**src/design/quaternion_accumulator_unit_defines.svh**
```systemverilog
// Assertion macros used by the accumulator unit design file.
`ifndef QUATERNION_ACCUMULATOR_UNIT_DEFINES_SVH
`define QUATERNION_ACCUMULATOR_UNIT_DEFINES_SVH

// Check an implication on every clock edge outside reset.
`define QAU_ASSERT_IMPL(label, clk, rst_n, ante, cons, msg) \
    label: assert property (@(posedge clk) disable iff (!rst_n) (ante) |-> (cons)) \
        else $error(msg);

// Check that an implication's consequent holds in the cycle after its antecedent.
`define QAU_ASSERT_NEXT(label, clk, rst_n, ante, cons, msg) \
    label: assert property (@(posedge clk) disable iff (!rst_n) (ante) |=> (cons)) \
        else $error(msg);

`endif

```
**src/design/qau_pkg.sv**
```systemverilog
package qau_pkg;

    localparam int unsigned CompW = 16;
    localparam int unsigned NormW = 33;

    typedef logic [2:0] t_opcode;
    typedef logic [1:0] t_status;

    localparam t_opcode OP_LOAD  = 3'd0;
    localparam t_opcode OP_LMUL  = 3'd1;
    localparam t_opcode OP_RMUL  = 3'd2;
    localparam t_opcode OP_INV   = 3'd3;
    localparam t_opcode OP_CONJ  = 3'd4;
    localparam t_opcode OP_READ  = 3'd5;

    localparam t_status ST_OK   = 2'd0;
    localparam t_status ST_SAT  = 2'd1;
    localparam t_status ST_ZERO = 2'd2;

    localparam logic signed [CompW-1:0] QOne = 16'sd16384;

    typedef struct packed {
        t_opcode                   opcode;
        logic signed [CompW-1:0]   in_w;
        logic signed [CompW-1:0]   in_x;
        logic signed [CompW-1:0]   in_y;
        logic signed [CompW-1:0]   in_z;
    } t_in_item;

    typedef struct packed {
        logic signed [CompW-1:0]   out_w;
        logic signed [CompW-1:0]   out_x;
        logic signed [CompW-1:0]   out_y;
        logic signed [CompW-1:0]   out_z;
        logic [NormW-1:0]          norm_squared;
        t_status                   status;
    } t_out_item;

    // Clamp a wide signed value to 16 bits.
    function automatic logic signed [CompW-1:0] sat16(input logic signed [47:0] v);
        if (v > 48'sd32767) begin
            return 16'sh7fff;
        end else if (v < -48'sd32768) begin
            return 16'sh8000;
        end
        return v[CompW-1:0];
    endfunction

    function automatic logic is_sat16(input logic signed [47:0] v);
        return (v > 48'sd32767) || (v < -48'sd32768);
    endfunction

endpackage

```
**src/design/qau_if.sv**
```systemverilog
interface qau_in_if (input logic i_clk);
    logic               valid;
    logic               ready;
    qau_pkg::t_in_item  data;
    modport source (output valid, output data, input ready);
    modport sink (input valid, input data, output ready);
endinterface

interface qau_out_if (input logic i_clk);
    logic               valid;
    logic               ready;
    qau_pkg::t_out_item data;
    modport source (output valid, output data, input ready);
    modport sink (input valid, input data, output ready);
endinterface

```
**src/design/quaternion_accumulator_unit.sv**
```systemverilog
// Quaternion accumulator: one Q2.14 accumulator quaternion updated by load,
// left/right Hamilton product, invert, conjugate or read, one transaction at a
// time. One shared 17x17 multiplier serves the products and the squared norm,
// and one shared restoring divider serves the invert. A multiply runs the
// product steps, then the norm steps, then the result step; an invert runs
// the norm steps, four divisions, the norm steps again and the result step.
// Load, conjugate, read and an invert of zero norm run only the norm steps
// and the result step. A new transaction can be taken once the result is
// posted, even while that result waits for the sink; a later result holds in
// the done state until the result register is free. Reset gives the identity
// quaternion.
`include "quaternion_accumulator_unit_defines.svh"

module quaternion_accumulator_unit (
    input  logic    i_clk,
    input  logic    i_rst_n,
    qau_in_if.sink  i_in,
    qau_out_if.source o_out
);

    localparam logic [2:0] S_IDLE = 3'd0;
    localparam logic [2:0] S_PROD = 3'd1;
    localparam logic [2:0] S_NORM = 3'd2;
    localparam logic [2:0] S_DIV  = 3'd3;
    localparam logic [2:0] S_DONE = 3'd4;

    logic [2:0]                 r_state, n_state;
    logic [3:0]                 r_cnt, n_cnt;
    logic [4:0]                 r_dcnt, n_dcnt;
    qau_pkg::t_opcode           r_op;
    logic signed [15:0]         r_acc [4];
    logic signed [15:0]         r_opq [4];
    logic signed [15:0]         r_res [4];
    logic signed [34:0]         r_sum;
    logic [32:0]                r_norm;
    logic                       r_sat;
    logic [1:0]                 r_stat;
    logic                       r_ovalid, n_ovalid;
    qau_pkg::t_out_item         r_odata;
    logic [32:0]                r_rem;
    logic [29:0]                r_quo;
    logic [29:0]                r_dividend;

    logic                       in_fire;
    logic                       out_free;
    logic signed [16:0]         mul_a, mul_b;
    logic signed [33:0]         mul_p;
    logic [1:0]                 comp, term;
    logic [1:0]                 pidx, qidx;
    logic                       neg;
    logic signed [34:0]         rnd;
    logic signed [15:0]         rnd_sat;
    logic                       rnd_ovf;
    logic                       conj_sat;
    logic [1:0]                 didx;
    logic signed [16:0]         dval;
    logic [15:0]                dmag;
    logic [33:0]                rtrial;
    logic [32:0]                half;
    logic [29:0]                qfin;
    logic [32:0]                rfin;
    logic [30:0]                qrnd;
    logic [20:0]                qcap;
    logic                       qneg;
    logic signed [47:0]         qsgn;
    logic signed [15:0]         div_res;
    logic                       div_ovf;
    logic                       zero_stat;
    logic                       norm_zero;

    assign in_fire = i_in.valid && i_in.ready;
    assign out_free = !r_ovalid || o_out.ready;
    assign i_in.ready = (r_state == S_IDLE);
    assign o_out.valid = r_ovalid;
    assign o_out.data = r_odata;

    assign comp = r_cnt[3:2];
    assign term = r_cnt[1:0];

    always_comb begin
        qidx = term ^ comp;
        neg = 1'b0;
        unique case ({comp, term})
            4'b00_01, 4'b00_10, 4'b00_11: neg = 1'b1;
            4'b01_11: neg = 1'b1;
            4'b10_01: neg = 1'b1;
            4'b11_10: neg = 1'b1;
            default: neg = 1'b0;
        endcase
    end

    always_comb begin
        pidx = term;
        mul_a = '0;
        mul_b = '0;
        if (r_state == S_PROD) begin
            if (r_op == qau_pkg::OP_LMUL) begin
                mul_a = 17'(r_opq[pidx]);
                mul_b = 17'(r_acc[qidx]);
            end else begin
                mul_a = 17'(r_acc[pidx]);
                mul_b = 17'(r_opq[qidx]);
            end
            if (neg) begin
                mul_a = -mul_a;
            end
        end else begin
            mul_a = 17'(r_acc[r_cnt[1:0]]);
            mul_b = 17'(r_acc[r_cnt[1:0]]);
        end
    end

    assign mul_p = mul_a * mul_b;
    assign rnd = (r_sum + 35'(mul_p) + 35'sd8192) >>> 14;
    assign rnd_sat = qau_pkg::sat16(48'(rnd));
    assign rnd_ovf = qau_pkg::is_sat16(48'(rnd));
    assign conj_sat = (r_acc[1] == 16'sh8000) || (r_acc[2] == 16'sh8000)
                      || (r_acc[3] == 16'sh8000);

    always_comb begin
        didx = (r_state == S_DIV) ? r_cnt[1:0] + 2'd1 : 2'd0;
        dval = 17'(r_acc[didx]);
        dmag = 16'(dval < 0 ? -dval : dval);
    end

    assign rtrial = {r_rem, r_dividend[29]} - {1'b0, r_norm};
    assign half = r_norm >> 1;

    always_comb begin
        qfin = {r_quo[28:0], ~rtrial[33]};
        rfin = rtrial[33] ? {r_rem[31:0], r_dividend[29]} : rtrial[32:0];
        qrnd = {1'b0, qfin} + ((rfin >= r_norm - half) ? 31'd1 : 31'd0);
        qcap = (qrnd > 31'd1048576) ? 21'd1048576 : qrnd[20:0];
        // Invert: w keeps sign, vector parts flip sign.
        qneg = (r_cnt[1:0] == 2'd0) ? r_acc[0][15]
             : (!r_acc[r_cnt[1:0]][15] && r_acc[r_cnt[1:0]] != '0);
        if (qneg) begin
            qsgn = -48'(signed'({1'b0, qcap}));
        end else begin
            qsgn = 48'(signed'({1'b0, qcap}));
        end
    end

    assign div_res = qau_pkg::sat16(qsgn);
    assign div_ovf = qau_pkg::is_sat16(qsgn);

    always_comb begin
        n_state = r_state;
        n_cnt = r_cnt;
        n_dcnt = r_dcnt;
        n_ovalid = r_ovalid;
        if (o_out.valid && o_out.ready) begin
            n_ovalid = 1'b0;
        end
        unique case (r_state)
            S_IDLE: begin
                if (in_fire) begin
                    n_cnt = '0;
                    if (i_in.data.opcode == qau_pkg::OP_LMUL
                        || i_in.data.opcode == qau_pkg::OP_RMUL) begin
                        n_state = S_PROD;
                    end else begin
                        n_state = S_NORM;
                    end
                end
            end
            S_PROD: begin
                n_cnt = r_cnt + 4'd1;
                if (r_cnt == 4'd15) begin
                    n_state = S_NORM;
                end
            end
            S_NORM: begin
                n_cnt = r_cnt + 4'd1;
                if (r_cnt == 4'd4) begin
                    n_cnt = '0;
                    n_dcnt = '0;
                    if (r_op == qau_pkg::OP_INV && r_norm != '0) begin
                        n_state = S_DIV;
                    end else begin
                        n_state = S_DONE;
                    end
                end
            end
            S_DIV: begin
                n_dcnt = r_dcnt + 5'd1;
                if (r_dcnt == 5'd29) begin
                    n_dcnt = '0;
                    n_cnt = r_cnt + 4'd1;
                    if (r_cnt == 4'd3) begin
                        n_cnt = '0;
                        n_state = S_NORM;
                    end
                end
            end
            S_DONE: begin
                if (out_free) begin
                    n_ovalid = 1'b1;
                    n_state = S_IDLE;
                end
            end
            default: n_state = S_IDLE;
        endcase
    end

    always_ff @(posedge i_clk) begin
        if (!i_rst_n) begin
            r_state <= S_IDLE;
            r_cnt <= '0;
            r_dcnt <= '0;
            r_ovalid <= 1'b0;
            r_acc[0] <= qau_pkg::QOne;
            r_acc[1] <= '0;
            r_acc[2] <= '0;
            r_acc[3] <= '0;
            r_op <= qau_pkg::OP_READ;
            r_sat <= 1'b0;
            r_stat <= qau_pkg::ST_OK;
        end else begin
            r_state <= n_state;
            r_cnt <= n_cnt;
            r_dcnt <= n_dcnt;
            r_ovalid <= n_ovalid;
            unique case (r_state)
                S_IDLE: begin
                    if (in_fire) begin
                        r_op <= i_in.data.opcode;
                        r_opq[0] <= i_in.data.in_w;
                        r_opq[1] <= i_in.data.in_x;
                        r_opq[2] <= i_in.data.in_y;
                        r_opq[3] <= i_in.data.in_z;
                        r_sat <= (i_in.data.opcode == qau_pkg::OP_CONJ) && conj_sat;
                        r_stat <= qau_pkg::ST_OK;
                        r_sum <= '0;
                        r_norm <= '0;
                        if (i_in.data.opcode == qau_pkg::OP_LOAD) begin
                            r_acc[0] <= i_in.data.in_w;
                            r_acc[1] <= i_in.data.in_x;
                            r_acc[2] <= i_in.data.in_y;
                            r_acc[3] <= i_in.data.in_z;
                        end else if (i_in.data.opcode == qau_pkg::OP_CONJ) begin
                            for (int k = 1; k < 4; k++) begin
                                r_acc[k] <= qau_pkg::sat16(-48'(r_acc[k]));
                            end
                        end
                    end
                end
                S_PROD: begin
                    if (term == 2'd3) begin
                        r_sum <= '0;
                        if (rnd_ovf) begin
                            r_sat <= 1'b1;
                        end
                        if (r_cnt == 4'd15) begin
                            for (int k = 0; k < 3; k++) begin
                                r_acc[k] <= r_res[k];
                            end
                            r_acc[3] <= rnd_sat;
                        end else begin
                            r_res[comp] <= rnd_sat;
                        end
                    end else begin
                        r_sum <= r_sum + 35'(mul_p);
                    end
                end
                S_NORM: begin
                    if (r_cnt != 4'd4) begin
                        r_norm <= r_norm + 33'(mul_p[31:0]);
                    end else if (r_op == qau_pkg::OP_INV) begin
                        if (r_norm == '0) begin
                            r_stat <= qau_pkg::ST_ZERO;
                        end else begin
                            r_op <= qau_pkg::OP_READ;
                            r_rem <= 33'(dmag[15:2]);
                            r_quo <= '0;
                            r_dividend <= {dmag[1:0], 28'd0};
                        end
                    end
                end
                S_DIV: begin
                    if (r_dcnt == 5'd29) begin
                        if (div_ovf) begin
                            r_sat <= 1'b1;
                        end
                        if (r_cnt != 4'd3) begin
                            r_res[r_cnt[1:0]] <= div_res;
                            r_rem <= 33'(dmag[15:2]);
                            r_quo <= '0;
                            r_dividend <= {dmag[1:0], 28'd0};
                        end else begin
                            for (int k = 0; k < 3; k++) begin
                                r_acc[k] <= r_res[k];
                            end
                            r_acc[3] <= div_res;
                            r_norm <= '0;
                        end
                    end else begin
                        r_rem <= rfin;
                        r_quo <= qfin;
                        r_dividend <= {r_dividend[28:0], 1'b0};
                    end
                end
                S_DONE: begin
                    if (out_free) begin
                        r_odata.out_w <= r_acc[0];
                        r_odata.out_x <= r_acc[1];
                        r_odata.out_y <= r_acc[2];
                        r_odata.out_z <= r_acc[3];
                        r_odata.norm_squared <= r_norm;
                        r_odata.status <= (r_stat == qau_pkg::ST_OK && r_sat)
                                          ? qau_pkg::ST_SAT : r_stat;
                    end
                end
                default: ;
            endcase
        end
    end

    assign zero_stat = o_out.valid && (o_out.data.status == qau_pkg::ST_ZERO);
    assign norm_zero = (o_out.data.norm_squared == '0);

    `QAU_ASSERT_IMPL(a_ready_idle, i_clk, i_rst_n, i_in.ready, r_state == S_IDLE, "busy ready")
    `QAU_ASSERT_NEXT(a_done_valid, i_clk, i_rst_n, r_state == S_DONE, o_out.valid, "no result")
    `QAU_ASSERT_NEXT(a_fire_busy, i_clk, i_rst_n, in_fire, !i_in.ready, "double accept")
    `QAU_ASSERT_IMPL(a_zero_status, i_clk, i_rst_n, zero_stat, norm_zero, "zero norm")

endmodule
```
**src/flat_wrapper.sv**
```systemverilog
// flat-port wrapper written by rule: the top's interface ports become plain ports
module quaternion_accumulator_unit_flat 
  (i_clk, i_rst_n, i_in_valid, i_in_data, i_in_ready, o_out_valid, o_out_data, o_out_ready);
  qau_in_if i_in_i (.i_clk(i_clk));
  qau_out_if o_out_i (.i_clk(i_clk));
  input  logic i_clk;
  input  logic i_rst_n;
  input wire logic [$bits(i_in_i.valid)-1:0] i_in_valid;
  input wire logic [$bits(i_in_i.data)-1:0] i_in_data;
  output wire logic [$bits(i_in_i.ready)-1:0] i_in_ready;
  output wire logic [$bits(o_out_i.valid)-1:0] o_out_valid;
  output wire logic [$bits(o_out_i.data)-1:0] o_out_data;
  input wire logic [$bits(o_out_i.ready)-1:0] o_out_ready;
  assign i_in_i.valid = i_in_valid;
  assign i_in_i.data = i_in_data;
  assign i_in_ready = i_in_i.ready;
  assign o_out_valid = o_out_i.valid;
  assign o_out_data = o_out_i.data;
  assign o_out_i.ready = o_out_ready;
  quaternion_accumulator_unit u_core (.i_clk(i_clk), .i_rst_n(i_rst_n), .i_in(i_in_i), .o_out(o_out_i));
endmodule
```
**config.mk**
```make
export PLATFORM = sky130hd
export DESIGN_NAME = quaternion_accumulator_unit_flat
export DESIGN_NICKNAME = d
export VERILOG_FILES = /design/src/design/qau_pkg.sv /design/src/design/qau_if.sv /design/src/design/quaternion_accumulator_unit.sv /design/src/flat_wrapper.sv
export VERILOG_INCLUDE_DIRS = /design/src /design/src/design
export SDC_FILE = /design/constraint.sdc
export NUM_CORES = 2
export LEC_CHECK = 0
export ABC_AREA = 1
export BUFFER_PORTS_ARGS = -buffer_cell sky130_fd_sc_hd__buf_2
export CORE_UTILIZATION = 40
export DETAILED_ROUTE_END_ITERATION = 10
export PLACE_DENSITY = 0.62
export SYNTH_ARGS = -nofsm -noshare
export SYNTH_HDL_FRONTEND = slang
export SYNTH_SLANG_ARGS = --single-unit
```
**constraint.sdc**
```tcl
create_clock -name i_clk -period 11.96 [get_ports i_clk]
set_input_delay 0.598 -clock i_clk [delete_from_list [all_inputs] [get_ports i_clk]]
set_output_delay 0.598 -clock i_clk [all_outputs]
set_load 0.03 [all_outputs]
```
======== After elaboration in Yosys (flattened, before gate mapping) ========
Memory sizes are Yosys's and may differ from the RTL's. A register that Yosys moved wholly into a read port is not among the register bits.
Index checks and enable logic that the tools add are counted.
word-level totals
  register bits after elaboration ......... 278
  latch bits .............................. 0
  bits in writable memories ............... 192
  ROM bits ................................ 0
  input port bits ......................... 71
  output and inout port bits .............. 101
  logic and storage cells ................. 335
  memories kept ........................... 3
memory list
  memory        depth  width  read ports  clocked after Yosys merged registers in  write ports  line                               RTL
  u_core.r_acc  4      16     7           1                                        4            quaternion_accumulator_unit.sv:31  logic signed [15:0] r_acc [4];
  u_core.r_opq  4      16     2           1                                        4            quaternion_accumulator_unit.sv:32  logic signed [15:0] r_opq [4];
  u_core.r_res  4      16     3           0                                        1            quaternion_accumulator_unit.sv:33  logic signed [15:0] r_res [4];
operators by class
  add/subtract/negate cells ............... 15
  $mul .................................... 1
  div/mod/pow operators ................... 0
  order comparisons ....................... 13
  equal/unequal tests ..................... 40
  shifts and indexed selects .............. 0
  mux-type cells .......................... 189
  bitwise operators ....................... 17
  reductions and logical operators ........ 39
operators by type and width
  kind                    number
  $mux 16                 47
  $mux 33                 10
  $gt 48x16->1 const B    4
  $lt 48x16->1 const B    4
  $mux 30                 5
  $mux 29                 5
  $neg 16->48             3
  $mux 17                 6
  $pmux 33 s3             1
  $mux 1                  73
  $mux 35                 2
  $pmux 35 s2             1
  $pmux 33 s2             1
  $pmux 30 s2             1
  $pmux 29 s2             1
  $eq 16x16->1 const B    3
  $mux 48                 1
  $neg 21->48             1
  $add 35x15->35 const B  1
  $add 35x34->35          1
  $mul 17x17->34          1
  $sub 34x33->34          1
  $add 33x32->33          1
  $ge 33x33->1            1
  56 further kinds        139

======== Depth between registers and ports, before layout ========
An unclocked memory read counts as a cell.
  word-level depth ........................ 19
  depth in mapped cells ................... 69
  gate-level depth less buffers ........... 65

======== Worst setup path after synthesis ========
Ideal clock, no wire load.
  kind .................................... reg2reg
  start point ............................. register with a tool-made name
  end point ............................... memory u_core.r_acc[3][10], data pin
  library setup time ...................... 0.259 ns
  data arrival time ....................... 10.555 ns
  data required time ...................... 11.701 ns
  setup slack ............................. 1.146 ns
  stages on the path, launching flop included .. 65
  path buffers ............................ 5
  period minus slack after synthesis ...... 10.814 ns
  path through ............................ dfxtp_1 -> buf_2 -> buf_2 -> clkbuf_1 -> o21ai_0 -> o22ai_1 -> nand2_1 -> o21ai_0 -> inv_1 -> ha_1 -> inv_1 -> nor2_1 -> nand3_1 -> nor3_1 -> nand3_1 -> or3b_1 -> o211ai_1 -> o211ai_1 -> [29 not listed] -> a21oi_1 -> nand2_1 -> nand2_1 -> nand2_1 -> inv_1 -> nand3_1 -> nor2_1 -> nand3_1 -> nand2_1 -> nand2_1 -> nand3b_1 -> nand2_1 -> buf_4 -> nand2_1 -> inv_1 -> nand2_1 -> a22oi_1 -> nand2_1
RTL lines
  item              line
  end: declaration  quaternion_accumulator_unit.sv:31

==> out/summary.md <==
- result of the run: complete, no violations
- share of the synthesized area in the top cell type: 28.9%
- Nets: 6416
- initial detailed-routing violation count: 3913
- critical setup path kind: reg -> reg
- share of final-layout standard cells stronger than drive strength 1: 12.4%
- synthesized area per cell: 7.84 sq um
- DIE AREA: 107000 sq um
- largest net degree at the start of global routing: 66
- final routed wire length divided by cell count: 22.5 um
- Max clock buf depth: 3
- fraction of synthesis flops using an asynchronous set or reset pin: 0%
- largest cells by area after synthesis: sky130_fd_sc_hd__edfxtp_1, sky130_fd_sc_hd__fa_1, sky130_fd_sc_hd__nand2_1
- Design Area, Final: 48600 sq um
- register bit count reported by yosys: 427
- Max Fclk: 87.4 MHz
- final critical-path required period: 11450 ps
- GPL Wtd Cong: 1.04
- critical path data arrival time: 11870 ps
- Syn Nets: 6042
- synthesized-area fraction occupied by adder cells: 22.7%
- kind of launch point of the worst setup path: flop
- CTS tree: yes
- DR vias: 38800
- GRT Residual Overflow: 0
- final critical-path share of the clock period: 95.7%
- post-synthesis to final-layout area growth: 15.1%
- global routing usage summed across all routing layers: 29.8%
- measured slew at the worst slew-check pin: 1430 ps
- mux contribution to synthesized area: 0%
- clock sink total: 427
- capturing element type of the critical path: flop
- commonest non-fill, non-tap cell in the layout: sky130_fd_sc_hd__nand2_1
- area share of xor/xnor cells in the synthesized design: 3.61%
- Max stage delay cell, worst path: sky130_fd_sc_hd__o311ai_0
- cell taking the most area after synthesis: sky130_fd_sc_hd__edfxtp_1
- simple-gate area share of the yosys netlist: 21.2%
- core region area: 104000 sq um
- DR pass1 iterations: 6
- sum of net half-perimeters after detailed placement: 132 mm
- predominant post-synthesis flop cell: sky130_fd_sc_hd__edfxtp_1
- IO Pins: 172
- Setup violations, final: 0
- Cell variety after synth: 64
- clock latency reported for the late side of the worst-skew pair: 680 ps
- number of clock buffers inserted by TritonCTS: 51
- Synth warnings: 0
- number of vias per cell after detailed routing: 5.40
- relative slew slack: 4.66%
- Worst path max stage delay: 780 ps
- core utilization of the finished layout: 46.7%
- Die Height: 327 um
- post-place instance area: 46400 sq um
- synthesized instance count: 5384
- area of the multi-input gates: 25800 sq um
- Remaining DRCs: 0
- cell area after technology mapping: 42200 sq um
- sequential-to-total area share from yosys stat: 29.9%
- wire length of the first global-routing pass: 237 mm
- antenna violations before repair: 7
- most frequent CP cell: sky130_fd_sc_hd__nand2_1
- fillers: 10400
- WL final: 161 mm
- H-Tree Level Count: 2
- setup skew after layout: 46.4 ps
- required time of the worst setup path: 12380 ps
- total of buffers placed on input and output ports: 171
- CP Max Fanout: 12
- x dimension of the die: 327 um
- sequential standard cell area: 12600 sq um
- main combinational cell family by area after synthesis: adder cells
- setup TNS: 0 ps
- starting density of the core: 40.6%
- clock slew at the register clock pins of the worst setup and hold paths: 70 ps
- Max-cap violations: 0
- hold_buf cts: 0
- Final ANT Viol Nets: 0
- count of final hold-check violations: 0
- post-synthesis compound-gate area fraction: 12.7%
- commonest non-fill, non-tap cells in the layout: sky130_fd_sc_hd__nand2_1, sky130_fd_sc_hd__inv_1, sky130_fd_sc_hd__nor2_1
- number of global-route vias before repair: 36700
- clock root buffer master: sky130_fd_sc_hd__clkbuf_16
- total count of max-transition violations in the final report: 0
- floorplan row count: 118
- count of flip-flops with a built-in enable after synthesis: 407
- path class of the lowest-slack min-delay path: in -> reg
==> critical path, delay by kind of cell, from the launching register on <==
family                   cells  cell delay [ps]
AND/OR/NAND/NOR             26             3530
XOR/XNOR                     2              320
buffers and inverters       14             1850
adder cells (fa/ha/maj)      9             3930
flip-flops                   1              430
AO/OA/AOI/OAI                4             1100
==> worst paths after layout <==
path	cells after the start	from	slack [ps]	endpoint
worst max register to register	55	u_core.r_cnt[0]	510	u_core.r_acc[3][4]
worst min register to register	0	u_core.r_acc[0][0]	460	u_core.o_out.data[83]
worst min-delay path	1	i_in_data[56]	110	u_core.r_opq[0][8]
worst max-delay path	55	u_core.r_cnt[0]	510	u_core.r_acc[3][4]
==> final cells by class <==
| cell class | instances | share of cell area (%) |
|---|---|---|
| Antenna cell | 1 | 0.00515 |
| Multi-Input combinational cell | 3873 | 53.2 |
| Clock buffer | 58 | 2.70 |
| Tap cell | 1380 | 3.55 |
| Timing Repair inverter | 1 | 0.0154 |
| Inverter | 937 | 7.27 |
| Clock inverter | 37 | 0.865 |
| Sequential cell | 427 | 26.0 |
| Timing Repair Buffer | 467 | 6.48 |
==> metal layers <==
layer / wire length [um] / up-vias / part of all wire (%) / global-route usage [%]
met5: 13 / - / 0.0081 / 0
met4: 10300 / 2 / 6.4 / 16.2
met3: 12600 / 337 / 7.8 / 4.26
met2: 70600 / 1644 / 44 / 46.0
met1: 67900 / 18500 / 42 / 40.3
li1: - / 18300 / - / -
==> synth_stat cells (all sizes together) (5+ instances only) <==
| cell type | n |
|---|---|
| a21oi | 369 |
| nand3 | 233 |
| o21a | 18 |
| o41ai | 5 |
| or2 | 18 |
| nand3b | 15 |
| nor4 | 5 |
| a31oi | 21 |
| o22ai | 33 |
| ha | 286 |
| o21ai | 319 |
| a211oi | 8 |
| a21o | 6 |
| o211ai | 42 |
| nor3 | 58 |
| buf | 43 |
| nand2 | 1096 |
| nand4 | 47 |
| o31ai | 9 |
| a22oi | 18 |
| xnor2 | 44 |
| clkbuf | 104 |
| a221oi | 30 |
| dfxtp | 20 |
| a22o | 15 |
| inv | 931 |
| fa | 301 |
| clkinv | 6 |
| nor2 | 691 |
| o21bai | 11 |
| xor2 | 130 |
| edfxtp | 407 |
| a21boi | 17 |
==> through the flow <==
| step | cells | setup slack, ps | hold slack (ps) |
|---|---|---|---|
| floorplan | 5384 | 1150 | 426 |
| global placement | 7068 | -94.1 | 434 |
| detailed placement | 7068 | -171 | 453 |
| CTS | 7164 | 89.5 | 86.8 |
| global route | 7180 | -112 | 110 |
| finish | 7181 | 514 | 115 |
==> cell families (layout without fill, tap and decap cells) <==
logic type | after synthesis | count (layout)
adders and majority gates | 587 | 587
AOI/OAI and AO/OA | 936 | 936
DFF | 427 | 427
xor gates and xnor gates | 174 | 174
other | 0 | 1
buffers and inverters | 1084 | 1500
and+or+nand+nor | 2176 | 2176
==> sequential cells by signal, summed over array words and instances, names as in the netlist, 3 cells and up, named ones only <==
register,cells
u_core.r_rem,33
u_core.r_dcnt,5
u_core.r_state,3
u_core.r_res,48
u_core.r_acc,64
u_core.r_op,3
u_core.r_quo,29
u_core.o_out.data,99
u_core.r_norm,33
u_core.r_opq,64
u_core.r_cnt,4
u_core.r_sum,35
==> timing repair <==
action	4_1_cts	5_1_grt
hold endpoints to repair	0	0
pin swaps	1	16
buffers inserted	1	15
resized for setup	5	104
cloned	0	1
setup endpoints to repair	61	65
Power is left out: the tool's default activity adds up to more than one toggle a clock period on the data nets, which glitch-free logic cannot reach.
